--- config.mk ---
export PLATFORM = sky130hd
export DESIGN_NAME = frame_packet_pacing_scheduler
export DESIGN_NICKNAME = d
export VERILOG_FILES = /design/src/hdl/fpps_pkg.sv /design/src/hdl/fpps_div.sv /design/src/hdl/fpps_ctrl.sv /design/src/hdl/fpps_dp.sv /design/src/hdl/frame_packet_pacing_scheduler.sv
export VERILOG_INCLUDE_DIRS = /design/src /design/src/hdl
export SDC_FILE = /design/constraint.sdc
export NUM_CORES = 2
export LEC_CHECK = 0
export ABC_AREA = 1
export CELL_PAD_IN_SITES_DETAIL_PLACEMENT = 0
export CELL_PAD_IN_SITES_GLOBAL_PLACEMENT = 1
export CORE_MARGIN = 2
export CORE_UTILIZATION = 50
export CTS_CLUSTER_DIAMETER = 60
export DETAILED_ROUTE_END_ITERATION = 10
export DONT_BUFFER_PORTS = 1
export GPL_ROUTABILITY_DRIVEN = 0
export PLACE_DENSITY = 0.89
export SLEW_MARGIN = 20
export SYNTH_ARGS = -nofsm -noshare
export SYNTH_HDL_FRONTEND = slang
export SYNTH_SLANG_ARGS = --single-unit
--- constraint.sdc ---
create_clock -name clk -period 12.9 [get_ports clk]
set_clock_uncertainty 0.15 [all_clocks]
set_input_delay 2.58 -clock clk [delete_from_list [all_inputs] [get_ports clk]]
set_output_delay 2.58 -clock clk [all_outputs]
set_load 0.005 [all_outputs]
--- src/hdl/frame_packet_pacing_scheduler_assert.svh ---
// assertion macros shared by the scheduler rtl
// expects clk and rst_n in the scope of every use
`ifndef FRAME_PACKET_PACING_SCHEDULER_ASSERT_SVH
`define FRAME_PACKET_PACING_SCHEDULER_ASSERT_SVH

// same-cycle implication
`define FPPS_ASSERT_NOW(lbl, ante, cons) \
  lbl: assert property (@(posedge clk) disable iff (!rst_n) (ante) |-> (cons)) \
    else $error("fpps same-cycle check failed");

// next-cycle implication
`define FPPS_ASSERT_NEXT(lbl, ante, cons) \
  lbl: assert property (@(posedge clk) disable iff (!rst_n) (ante) |=> (cons)) \
    else $error("fpps next-cycle check failed");

`endif

--- src/hdl/fpps_pkg.sv ---
// shared constants, types and command/status structs of the pacing scheduler
// no dependencies
package fpps_pkg;

  localparam int PAYLOAD_BYTES    = 1200;
  localparam int FRAME_PERIOD_US  = 16667;
  localparam int PROBES           = 4;
  localparam int MAX_DATA_PACKETS = 56;

  localparam int NS_PER_US   = 1000;
  localparam int RATE_SCALE  = 125000;
  localparam int RATE_DIV    = 3840 * PAYLOAD_BYTES;
  localparam int MULT_ONE    = 256;
  localparam int PROBE_SLOTS = PROBES + 1;

  localparam longint unsigned PERIOD_NS  = 64'(FRAME_PERIOD_US) * 64'(NS_PER_US);
  localparam longint unsigned DATA_NUM   = PERIOD_NS * 64'(MULT_ONE);
  localparam longint unsigned PROBE_NUM0 = DATA_NUM * 64'(PROBE_SLOTS);

  localparam int START_W = 64;
  localparam int RATE_W  = 16;
  localparam int MULT_W  = 10;
  localparam int FRAME_W = 32;
  localparam int PKT_W   = 32;
  localparam int NS_W    = 64;
  localparam int US_W    = 55;

  localparam int IN_TDATA_W  = ((START_W + RATE_W + MULT_W + 7) / 8) * 8;
  localparam int OUT_TDATA_W = ((FRAME_W + PKT_W + NS_W + US_W + 7) / 8) * 8;
  localparam int OUT_TUSER_W = 3;

  localparam int DIV_W      = 64;
  localparam int DIV_STEPS  = DIV_W / 2;
  localparam int CNT_W      = $clog2(DIV_STEPS);
  localparam int REM_W      = $clog2(RATE_DIV) + 1;
  localparam int RATE_PROD_W = RATE_W + $clog2(RATE_SCALE);
  localparam int TOT_W      = $clog2(MAX_DATA_PACKETS + 1);
  localparam int IDX_W      = $clog2((MAX_DATA_PACKETS > PROBES) ? MAX_DATA_PACKETS : PROBES);
  localparam int OFF_NS_W   = $clog2(PERIOD_NS + 1);
  localparam int OFF_US_W   = $clog2(FRAME_PERIOD_US + 1);
  localparam int SUB_W      = $clog2(NS_PER_US);
  localparam int PQ_W       = OFF_NS_W + MULT_W;

  // 2^64 = WRAP_US * 1000 + WRAP_SUB
  localparam logic [US_W-1:0]  WRAP_US  = 55'd18446744073709551;
  localparam logic [SUB_W-1:0] WRAP_SUB = 10'd616;

  typedef enum logic [2:0] {
    OP_START,
    OP_TOTAL,
    OP_DQ,
    OP_DQU,
    OP_PO,
    OP_POU,
    OP_PQ,
    OP_PQU
  } fpps_op_t;

  typedef enum logic [2:0] {
    ST_IDLE,
    ST_DIV_GO,
    ST_DIV_WAIT,
    ST_SUM,
    ST_LOAD
  } fpps_state_t;

  typedef struct packed {
    logic     load_in;
    logic     div_start;
    logic     div_store;
    fpps_op_t op;
    logic     emit_sum;
    logic     emit_load;
    logic     adv_frame;
  } fpps_cmd_t;

  typedef struct packed {
    logic last_pkt;
    logic probe_phase;
    logic out_free;
  } fpps_sts_t;

endpackage

--- src/hdl/fpps_div.sv ---
// iterative unsigned divider, two quotient bits per cycle
// depends on fpps_pkg
module fpps_div (
  input  logic                        clk,
  input  logic                        rst_n,
  input  logic                        start,
  input  logic [fpps_pkg::DIV_W-1:0]  dividend,
  input  logic [fpps_pkg::REM_W-1:0]  divisor,
  output logic                        busy,
  output logic                        done,
  output logic [fpps_pkg::DIV_W-1:0]  quotient,
  output logic [fpps_pkg::REM_W-1:0]  remainder
);
  import fpps_pkg::*;

  logic              busy_r, done_r;
  logic [CNT_W-1:0]  cnt_r;
  logic [DIV_W-1:0]  dvd_r, dvd_nxt, dvd_mid;
  logic [REM_W-1:0]  rem_r, rem_nxt, rem_mid;
  logic [REM_W-1:0]  dvs_r;
  logic [REM_W:0]    t1, t2, r1, r2;
  logic              ge1, ge2;

  always_comb begin
    t1      = {rem_r, dvd_r[DIV_W-1]};
    ge1     = t1 >= {1'b0, dvs_r};
    r1      = ge1 ? (t1 - {1'b0, dvs_r}) : t1;
    rem_mid = r1[REM_W-1:0];
    dvd_mid = {dvd_r[DIV_W-2:0], ge1};
    t2      = {rem_mid, dvd_mid[DIV_W-1]};
    ge2     = t2 >= {1'b0, dvs_r};
    r2      = ge2 ? (t2 - {1'b0, dvs_r}) : t2;
    rem_nxt = r2[REM_W-1:0];
    dvd_nxt = {dvd_mid[DIV_W-2:0], ge2};
  end

  always_ff @(posedge clk) begin
    if (!rst_n) begin
      busy_r <= 1'b0;
      done_r <= 1'b0;
      cnt_r  <= '0;
    end else begin
      done_r <= 1'b0;
      if (start && !busy_r) begin
        busy_r <= 1'b1;
        cnt_r  <= '0;
      end else if (busy_r) begin
        cnt_r <= cnt_r + 1'b1;
        if (cnt_r == CNT_W'(DIV_STEPS - 1)) begin
          busy_r <= 1'b0;
          done_r <= 1'b1;
        end
      end
    end
  end

  always_ff @(posedge clk) begin
    if (start && !busy_r) begin
      dvd_r <= dividend;
      dvs_r <= divisor;
      rem_r <= '0;
    end else if (busy_r) begin
      dvd_r <= dvd_nxt;
      rem_r <= rem_nxt;
    end
  end

  assign busy      = busy_r;
  assign done      = done_r;
  assign quotient  = dvd_r;
  assign remainder = rem_r;

endmodule

--- src/hdl/fpps_ctrl.sv ---
// sequencer of the pacing scheduler: division steps, data packet emission, more division steps, probe packet emission
// depends on fpps_pkg
module fpps_ctrl (
  input  logic                clk,
  input  logic                rst_n,
  input  logic                in_tvalid,
  output logic                in_tready,
  input  logic                div_done,
  input  fpps_pkg::fpps_sts_t sts_i,
  output fpps_pkg::fpps_cmd_t cmd_o
);
  import fpps_pkg::*;

  fpps_state_t state_r, state_nxt;
  fpps_op_t    op_r, op_nxt;

  always_ff @(posedge clk) begin
    if (!rst_n) begin
      state_r <= ST_IDLE;
      op_r    <= OP_START;
    end else begin
      state_r <= state_nxt;
      op_r    <= op_nxt;
    end
  end

  always_comb begin
    state_nxt = state_r;
    op_nxt    = op_r;
    cmd_o     = '0;
    cmd_o.op  = op_r;
    in_tready = 1'b0;
    case (state_r)
      ST_IDLE: begin
        in_tready = 1'b1;
        if (in_tvalid) begin
          cmd_o.load_in = 1'b1;
          op_nxt        = OP_START;
          state_nxt     = ST_DIV_GO;
        end
      end
      ST_DIV_GO: begin
        cmd_o.div_start = 1'b1;
        state_nxt       = ST_DIV_WAIT;
      end
      ST_DIV_WAIT: begin
        if (div_done) begin
          cmd_o.div_store = 1'b1;
          state_nxt       = ST_DIV_GO;
          case (op_r)
            OP_START: op_nxt = OP_TOTAL;
            OP_TOTAL: op_nxt = OP_DQ;
            OP_DQ:    op_nxt = OP_DQU;
            OP_PO:    op_nxt = OP_POU;
            OP_POU:   op_nxt = OP_PQ;
            OP_PQ:    op_nxt = OP_PQU;
            default:  state_nxt = ST_SUM;
          endcase
        end
      end
      ST_SUM: begin
        cmd_o.emit_sum = 1'b1;
        state_nxt      = ST_LOAD;
      end
      ST_LOAD: begin
        if (sts_i.out_free) begin
          cmd_o.emit_load = 1'b1;
          if (!sts_i.last_pkt) begin
            state_nxt = ST_SUM;
          end else if (sts_i.probe_phase) begin
            cmd_o.adv_frame = 1'b1;
            state_nxt       = ST_IDLE;
          end else begin
            op_nxt    = OP_PO;
            state_nxt = ST_DIV_GO;
          end
        end
      end
      default: state_nxt = ST_IDLE;
    endcase
  end

endmodule

--- src/hdl/fpps_dp.sv ---
// datapath: request registers, divider operands, offset stepping, output beat
// depends on fpps_pkg; the divider sits beside it in the top level
module fpps_dp (
  input  logic                                clk,
  input  logic                                rst_n,
  input  logic [fpps_pkg::IN_TDATA_W-1:0]     in_tdata,
  input  fpps_pkg::fpps_cmd_t                 cmd_i,
  output fpps_pkg::fpps_sts_t                 sts_o,
  output logic [fpps_pkg::DIV_W-1:0]          div_dvd,
  output logic [fpps_pkg::REM_W-1:0]          div_dvs,
  input  logic [fpps_pkg::DIV_W-1:0]          div_quo,
  input  logic [fpps_pkg::REM_W-1:0]          div_rem,
  output logic                                out_tvalid,
  input  logic                                out_tready,
  output logic [fpps_pkg::OUT_TDATA_W-1:0]    out_tdata,
  output logic [fpps_pkg::OUT_TUSER_W-1:0]    out_tuser,
  output logic                                out_tlast
);
  import fpps_pkg::*;

  // request
  logic [START_W-1:0]  start_r;
  logic [RATE_W-1:0]   rate_r;
  logic [MULT_W-1:0]   mult_r;
  logic [MULT_W-1:0]   mult_in;
  // start split into microseconds and leftover ns
  logic [US_W-1:0]     su_r;
  logic [SUB_W-1:0]    sr_r;
  // schedule
  logic [TOT_W-1:0]    total_r;
  logic [REM_W-1:0]    den_r, rq_r, fr_r;
  logic [OFF_NS_W-1:0] tmp_r;
  logic [OFF_US_W-1:0] qu_r, ou_r;
  logic [SUB_W-1:0]    qr_r, or_r;
  logic [IDX_W-1:0]    idx_r;
  logic                probe_r;
  logic [FRAME_W-1:0]  frame_r;
  // launch time sums
  logic [NS_W:0]       ns_sum_r;
  logic [US_W:0]       us_sum_r;
  logic                sub_lt_r;
  // output beat
  logic                out_valid_r;
  logic [FRAME_W-1:0]  out_frame_r;
  logic [PKT_W-1:0]    out_pkt_r;
  logic [NS_W-1:0]     out_ns_r;
  logic [US_W-1:0]     out_us_r;
  logic                out_first_r, out_final_r, out_probe_r, out_end_r;

  logic [RATE_PROD_W-1:0] rate_prod;
  logic [REM_W-1:0]       den_data, den_probe;
  logic [PQ_W-1:0]        pq_num;
  logic [OFF_NS_W-1:0]    off_ns;
  logic [REM_W:0]         fr_sum;
  logic                   fr_carry;
  logic [REM_W-1:0]       fr_nxt;
  logic [SUB_W:0]         or_sum;
  logic                   or_carry;
  logic [SUB_W-1:0]       or_nxt;
  logic [OFF_US_W-1:0]    ou_nxt;
  logic [SUB_W:0]         s_sum;
  logic                   s_carry;
  logic [SUB_W-1:0]       s_sub;
  logic [US_W:0]          us_fix;
  logic                   last_pkt;
  logic [TOT_W-1:0]       total_nxt;

  assign mult_in = in_tdata[START_W+RATE_W +: MULT_W];

  assign rate_prod = RATE_PROD_W'(rate_r) * RATE_PROD_W'(RATE_SCALE);
  assign den_data  = REM_W'(mult_r) * REM_W'(total_r);
  assign den_probe = REM_W'(mult_r) * REM_W'(PROBE_SLOTS);
  assign pq_num    = PQ_W'(PERIOD_NS) * PQ_W'(mult_r - MULT_W'(MULT_ONE));

  // divider operand select
  always_comb begin
    case (cmd_i.op)
      OP_START: begin
        div_dvd = start_r;
        div_dvs = REM_W'(NS_PER_US);
      end
      OP_TOTAL: begin
        div_dvd = DIV_W'(rate_prod);
        div_dvs = REM_W'(RATE_DIV);
      end
      OP_DQ: begin
        div_dvd = DIV_W'(DATA_NUM);
        div_dvs = den_data;
      end
      OP_PO: begin
        div_dvd = DIV_W'(PROBE_NUM0);
        div_dvs = den_probe;
      end
      OP_PQ: begin
        div_dvd = DIV_W'(pq_num);
        div_dvs = den_probe;
      end
      default: begin
        div_dvd = DIV_W'(tmp_r);
        div_dvs = REM_W'(NS_PER_US);
      end
    endcase
  end

  assign total_nxt = (div_quo >= DIV_W'(MAX_DATA_PACKETS - 1)) ? TOT_W'(MAX_DATA_PACKETS)
                                                               : TOT_W'(div_quo) + 1'b1;

  // offset step: whole part plus carry of the fraction, kept as us and ns
  always_comb begin
    fr_sum   = {1'b0, fr_r} + {1'b0, rq_r};
    fr_carry = fr_sum >= {1'b0, den_r};
    fr_nxt   = fr_carry ? REM_W'(fr_sum - {1'b0, den_r}) : fr_sum[REM_W-1:0];
    or_sum   = {1'b0, or_r} + {1'b0, qr_r} + (SUB_W+1)'(fr_carry);
    or_carry = or_sum >= (SUB_W+1)'(NS_PER_US);
    or_nxt   = or_carry ? SUB_W'(or_sum - (SUB_W+1)'(NS_PER_US)) : or_sum[SUB_W-1:0];
    ou_nxt   = ou_r + qu_r + OFF_US_W'(or_carry);
  end

  // start plus offset
  always_comb begin
    off_ns  = OFF_NS_W'(ou_r) * OFF_NS_W'(NS_PER_US) + OFF_NS_W'(or_r);
    s_sum   = {1'b0, sr_r} + {1'b0, or_r};
    s_carry = s_sum >= (SUB_W+1)'(NS_PER_US);
    s_sub   = s_carry ? SUB_W'(s_sum - (SUB_W+1)'(NS_PER_US)) : s_sum[SUB_W-1:0];
  end

  // correct the microsecond count when the ns sum wrapped past 2^64
  assign us_fix = ns_sum_r[NS_W] ? (us_sum_r - (US_W+1)'(WRAP_US) - (US_W+1)'(sub_lt_r))
                                 : us_sum_r;

  assign last_pkt = probe_r ? (idx_r == IDX_W'(PROBES - 1))
                            : (idx_r == IDX_W'(total_r) - 1'b1);

  always_ff @(posedge clk) begin
    if (cmd_i.load_in) begin
      start_r <= in_tdata[START_W-1:0];
      rate_r  <= in_tdata[START_W +: RATE_W];
      mult_r  <= (mult_in < MULT_W'(MULT_ONE)) ? MULT_W'(MULT_ONE) : mult_in;
    end
    if (cmd_i.div_store) begin
      case (cmd_i.op)
        OP_START: begin
          su_r <= div_quo[US_W-1:0];
          sr_r <= div_rem[SUB_W-1:0];
        end
        OP_TOTAL: total_r <= total_nxt;
        OP_DQ: begin
          tmp_r <= div_quo[OFF_NS_W-1:0];
          rq_r  <= div_rem;
          den_r <= den_data;
        end
        OP_DQU: begin
          qu_r    <= div_quo[OFF_US_W-1:0];
          qr_r    <= div_rem[SUB_W-1:0];
          ou_r    <= '0;
          or_r    <= '0;
          fr_r    <= '0;
          idx_r   <= '0;
          probe_r <= 1'b0;
        end
        OP_PO: begin
          tmp_r <= div_quo[OFF_NS_W-1:0];
          fr_r  <= div_rem;
          den_r <= den_probe;
        end
        OP_POU: begin
          ou_r    <= div_quo[OFF_US_W-1:0];
          or_r    <= div_rem[SUB_W-1:0];
          idx_r   <= '0;
          probe_r <= 1'b1;
        end
        OP_PQ: begin
          tmp_r <= div_quo[OFF_NS_W-1:0];
          rq_r  <= div_rem;
        end
        OP_PQU: begin
          qu_r <= div_quo[OFF_US_W-1:0];
          qr_r <= div_rem[SUB_W-1:0];
        end
        default: ;
      endcase
    end
    if (cmd_i.emit_sum) begin
      ns_sum_r <= {1'b0, start_r} + (NS_W+1)'(off_ns);
      us_sum_r <= (US_W+1)'(su_r) + (US_W+1)'(ou_r) + (US_W+1)'(s_carry);
      sub_lt_r <= s_sub < WRAP_SUB;
      ou_r     <= ou_nxt;
      or_r     <= or_nxt;
      fr_r     <= fr_nxt;
    end
    if (cmd_i.emit_load) begin
      idx_r       <= idx_r + 1'b1;
      out_frame_r <= frame_r;
      out_pkt_r   <= probe_r ? ('1 - PKT_W'(idx_r)) : PKT_W'(idx_r);
      out_first_r <= !probe_r && (idx_r == '0);
      out_final_r <= !probe_r && last_pkt;
      out_probe_r <= probe_r;
      out_end_r   <= last_pkt && (probe_r || (PROBES == 0));
      out_ns_r    <= ns_sum_r[NS_W-1:0];
      out_us_r    <= us_fix[US_W-1:0];
    end
  end

  always_ff @(posedge clk) begin
    if (!rst_n) begin
      out_valid_r <= 1'b0;
      frame_r     <= FRAME_W'(1);
    end else begin
      if (cmd_i.emit_load) begin
        out_valid_r <= 1'b1;
      end else if (out_tready) begin
        out_valid_r <= 1'b0;
      end
      if (cmd_i.adv_frame) begin
        frame_r <= frame_r + 1'b1;
      end
    end
  end

  assign sts_o.last_pkt    = last_pkt;
  assign sts_o.probe_phase = probe_r;
  assign sts_o.out_free    = !out_valid_r || out_tready;

  assign out_tvalid = out_valid_r;
  assign out_tdata  = OUT_TDATA_W'({out_us_r, out_ns_r, out_pkt_r, out_frame_r});
  assign out_tuser  = {out_probe_r, out_final_r, out_first_r};
  assign out_tlast  = out_end_r;

endmodule

--- src/hdl/frame_packet_pacing_scheduler.sv ---
// Frame packet pacing scheduler, top level.
// Input channel: one beat per frame request (start time, bitrate, pacing multiplier).
// Output channel: one beat per packet, data packets first, then the probe packets;
// tlast marks the last packet of the request and tuser tells data from probe.
// A request runs through eight divisions on one shared divider that retires two
// quotient bits a cycle; four divisions come before the data packets and four
// more before the probe packets. Each packet goes through a sum step for the
// start-plus-offset sums, then a load step that fills the output register.
// A request carries at most 56 data packets and four probes; the divider is the
// pace-setting unit.
// A new request is taken only once every packet of the previous one is loaded;
// the last beat may still be waiting in the output register at that point.
// When the receiver stalls, the output register holds its beat and the sequencer
// waits before loading the next packet; nothing is dropped.
// Reset (synchronous, active low) returns to idle, empties the output register and
// sets the frame counter to one.
// depends on fpps_pkg, fpps_div, fpps_ctrl, fpps_dp and the assertion macro header
`include "frame_packet_pacing_scheduler_assert.svh"

module frame_packet_pacing_scheduler (
  input  logic                              clk,
  input  logic                              rst_n,
  input  logic                              in_tvalid,
  output logic                              in_tready,
  // frame_start_ns, bitrate, pacing_mult
  input  logic [fpps_pkg::IN_TDATA_W-1:0]   in_tdata,
  output logic                              out_tvalid,
  input  logic                              out_tready,
  // frame_number, packet_number, launch_time_ns, launch_time_us
  output logic [fpps_pkg::OUT_TDATA_W-1:0]  out_tdata,
  // first_flag, final_data_flag, probe_flag
  output logic [fpps_pkg::OUT_TUSER_W-1:0]  out_tuser,
  output logic                              out_tlast
);
  import fpps_pkg::*;

  fpps_cmd_t        cmd;
  fpps_sts_t        sts;
  logic [DIV_W-1:0] div_dvd, div_quo;
  logic [REM_W-1:0] div_dvs, div_rem;
  logic             div_busy, div_done;

  fpps_ctrl u_ctrl (
    .clk       (clk),
    .rst_n     (rst_n),
    .in_tvalid (in_tvalid),
    .in_tready (in_tready),
    .div_done  (div_done),
    .sts_i     (sts),
    .cmd_o     (cmd)
  );

  fpps_div u_div (
    .clk       (clk),
    .rst_n     (rst_n),
    .start     (cmd.div_start),
    .dividend  (div_dvd),
    .divisor   (div_dvs),
    .busy      (div_busy),
    .done      (div_done),
    .quotient  (div_quo),
    .remainder (div_rem)
  );

  fpps_dp u_dp (
    .clk        (clk),
    .rst_n      (rst_n),
    .in_tdata   (in_tdata),
    .cmd_i      (cmd),
    .sts_o      (sts),
    .div_dvd    (div_dvd),
    .div_dvs    (div_dvs),
    .div_quo    (div_quo),
    .div_rem    (div_rem),
    .out_tvalid (out_tvalid),
    .out_tready (out_tready),
    .out_tdata  (out_tdata),
    .out_tuser  (out_tuser),
    .out_tlast  (out_tlast)
  );

  `FPPS_ASSERT_NOW(a_div_start_free, cmd.div_start, !div_busy)
  `FPPS_ASSERT_NOW(a_idle_div_quiet, in_tready, !div_busy && !div_done)
  `FPPS_ASSERT_NEXT(a_one_request, in_tvalid && in_tready, !in_tready)
  `FPPS_ASSERT_NOW(a_last_is_probe, out_tvalid && out_tlast, out_tuser[2])

endmodule

==> out/qor.yml <==
critical_path:
  crit_top_cell: "nand2_1"
  max_stage_delay_ns: 0.48
  cp.arrival_ns: 9.03
  crit_path_top_delay_cell: "fa_1"
  critPathMaxFanout: 25
  crit_cells: 47
  crit_type: "flop to flop"
  r2r_start: "u_dp.fr_r[0]"
  reg2reg_slack_ns: 4.11
  ff2ff_path_depth: 47
  r2r-end: "u_dp.ou_r[12]"
  cp-start-kind: "flop"
  cp.required_ns: 13.14
  critPathCaptureType: "flop"
  endpoint: "u_dp.ou_r[12]"
  cp-startpoint: "u_dp.fr_r[0]"
  critPathTopFamily: "simple AND/OR/NAND/NOR gates"
  path_buf_inv: 5
logic_synthesis:
  yosys.area.top_type: "edfxtp_1"
  synth_edf_count: 670
  ys_types: 62
  syn_area_per_cell_sq_um: 9.003
  synth_top_cell_area_share_pct: 36.38
  synth_cells: 6142
  synth.most_common_cell: "nand2_1"
  synth_seq_area_share_pct: 38.92
  netlist_top_cells_area: "edfxtp_1, ha_1, fa_1"
  ys_warn_count: 0
  synth_ff_type: "edfxtp_1"
  synth_fp_nets: 7026
  async_flop_share_pct: 0
  synthTopCellsByCount: "nand2_1, inv_1, edfxtp_1"
  synth_area_sq_mm: 0.05530
  synth-seq-cells: 740
place:
  dpl.hpwl_um: 116200
  placed_area_sq_mm: 0.05684
  port_buffers: 0
  preCtsSetupSlack_ns: 4.314
timing:
  period_minus_slack_ns: 8.786
  fin_ws_ns: 4.114
  tns_ns: 0
  fin_crit_sh_pct: 68.11
  relSlewSlack_pct: 22.92
  max_freq_mhz: 113.8
  worst_pin_slew_ns: 1.127
  rsz0062_at_grt: "false"
  setup_viol: 0
  hold_viol_final: 0
  slew_violations: 0
routing:
  viasPerCell: 5.539
  wl_um: 146600
  wire_per_inst_um: 19.02
  drc_errors: 0
  drtPass1Iterations: 8
  drt_iter0_drc: 4111
  vias: 42680
  final_antenna_net_count: 0
floorplan:
  die_area_sq_mm: 0.1133
  core_area_sq_mm: 0.1102
  ios: 290
  die_h_um: 336.6
  start_util_pct: 50.18
  die_x_um: 336.6
  row_count: 122
finish:
  final_core_util_pct: 54.15
  finalNetCount: 7024
  synthToLayoutAreaGrowth_pct: 7.921
  fin_area_sq_mm: 0.05968
  fillCellCount: 9962
  drive_above_1_share_pct: 3.915
min_path:
  hold_class: "flop to flop"
cts:
  post_cts_buffers: 0
  clkLatencyLatePin_ns: 0.69
  numCtsBuffers: 84
  cts_buffer_depth: 3
  post_cts_resized: 0
  clk_pin_slew_worst_paths_ns: 0.06
  cts.hold.buffers_added: 0
  clockRootBuffer: "clkbuf_16"
  cts_sinks: 740
  cts_tree: "built"
  cts_max_level: 3
global_routing:
  antenna_found_initial: 11
  grt_pass1_vias: 40880
  gr-total-overflow: 0
  grt_max_degree: 160
  grt_usage_pct: 25.71
  grt_pass1_wl_um: 227400
outcome:
  status: "finished clean"
job:
  maxCapViolations: 0
[metal layers]
metal  global-route usage [%]  up-vias  share of wire, %  wire length, um
met5                        0        -            0.0096               14
met4                    7.836        2               3.0             4332
met3                    4.440      247               8.4            12290
met2                    39.82     1648                44            64500
met1                    36.86    20270                45            65430
li1                         -    20510                 -                -
[registers in the layout, indices dropped and copies added (netlist names), 15 cells and up]
| register | count |
|---|---|
| u_div.dvs_r | 17 |
| u_div.quotient | 64 |
| u_div.remainder | 24 |
| u_dp.den_r | 16 |
| u_dp.fr_r | 24 |
| u_dp.frame_r | 32 |
| u_dp.ns_sum_r | 65 |
| u_dp.ou_r | 15 |
| u_dp.out_frame_r | 32 |
| u_dp.out_ns_r | 64 |
| u_dp.out_us_r | 55 |
| u_dp.qu_r | 15 |
| u_dp.rate_r | 16 |
| u_dp.rq_r | 24 |
| u_dp.start_r | 64 |
| u_dp.su_r | 55 |
| u_dp.tmp_r | 24 |
| u_dp.us_sum_r | 55 |
[worst min-delay path by stage]
stage	start	end	slack (ns)	cells past startpoint
CTS	u_dp.ns_sum_r[28]	u_dp.out_ns_r[28]	0.27	0
finish	u_dp.ns_sum_r[37]	u_dp.out_ns_r[37]	0.26	0
detailed placement	u_dp.ns_sum_r[48]	u_dp.out_ns_r[48]	0.25	0
global placement	u_dp.ns_sum_r[39]	u_dp.out_ns_r[39]	0.25	0
global route	u_dp.ns_sum_r[38]	u_dp.out_ns_r[38]	0.27	0
floorplan	u_dp.ns_sum_r[0]	u_dp.out_ns_r[0]	0.25	0
[worst reg2reg max path, delay by kind of cell (launching register included)]
| family | cells | cell delay [ns] |
|---|---|---|
| fa+ha+maj | 7 | 2.74 |
| compound gates | 8 | 1.17 |
| buf+inv | 5 | 0.47 |
| simple gates | 24 | 3.02 |
| flops | 1 | 0.33 |
| xor+xnor | 3 | 0.66 |
[kinds of logic after synthesis]
logic type	after synthesis	share of synthesized area (%)
DFF	740	38.92
adders and majority gates	784	21.35
AOI/OAI and AO/OA	905	9.064
and+or+nand+nor	2309	17.68
buffers and inverters	1059	7.501
other	1	0.006781
xor gates and xnor gates	344	5.482
[cell type report]
cell class	instances	area [sq um]	share of cell area [%]
multi-input combinational	4343	29710	49.79
clock inverter	50	594.3	0.9958
inverter	946	3551	5.950
tap	1488	1862	3.120
antenna	9	22.52	0.03774
sequential	740	21520	36.06
timing repair buffer	25	200.2	0.3354
clock buffer	103	2216	3.713
[stage by stage]
stage,hold WS (ns),cells
floorplan,0.2503,6142
global placement,0.2510,7542
detailed placement,0.2545,7542
CTS,0.2662,7695
global route,0.2743,7701
finish,0.2616,7704
[cells in the final DEF (no fill, tap or decap), types with 14 or more instances in the layout]
master,synthesis,layout
a21o_1,18,18
a21oi_1,387,387
a31oi_1,32,31
buf_4,34,24
clkbuf_1,57,17
clkbuf_16,0,86
clkinv_1,5,14
dfxtp_1,70,70
edfxtp_1,670,670
fa_1,266,266
ha_1,518,517
inv_1,931,930
nand2_1,1256,1255
nand3_1,272,272
nand4_1,90,90
nor2_1,462,451
nor3_1,103,101
nor4_1,42,42
o211ai_1,30,30
o21ai_0,304,304
o21ai_1,14,14
o21bai_1,24,24
o22ai_1,19,19
o31ai_1,15,15
or2_2,35,35
xnor2_1,114,114
xor2_1,229,229
Power is left out: the tool's default activity adds up to more than one toggle a clock period on the data nets, which glitch-free logic cannot reach.
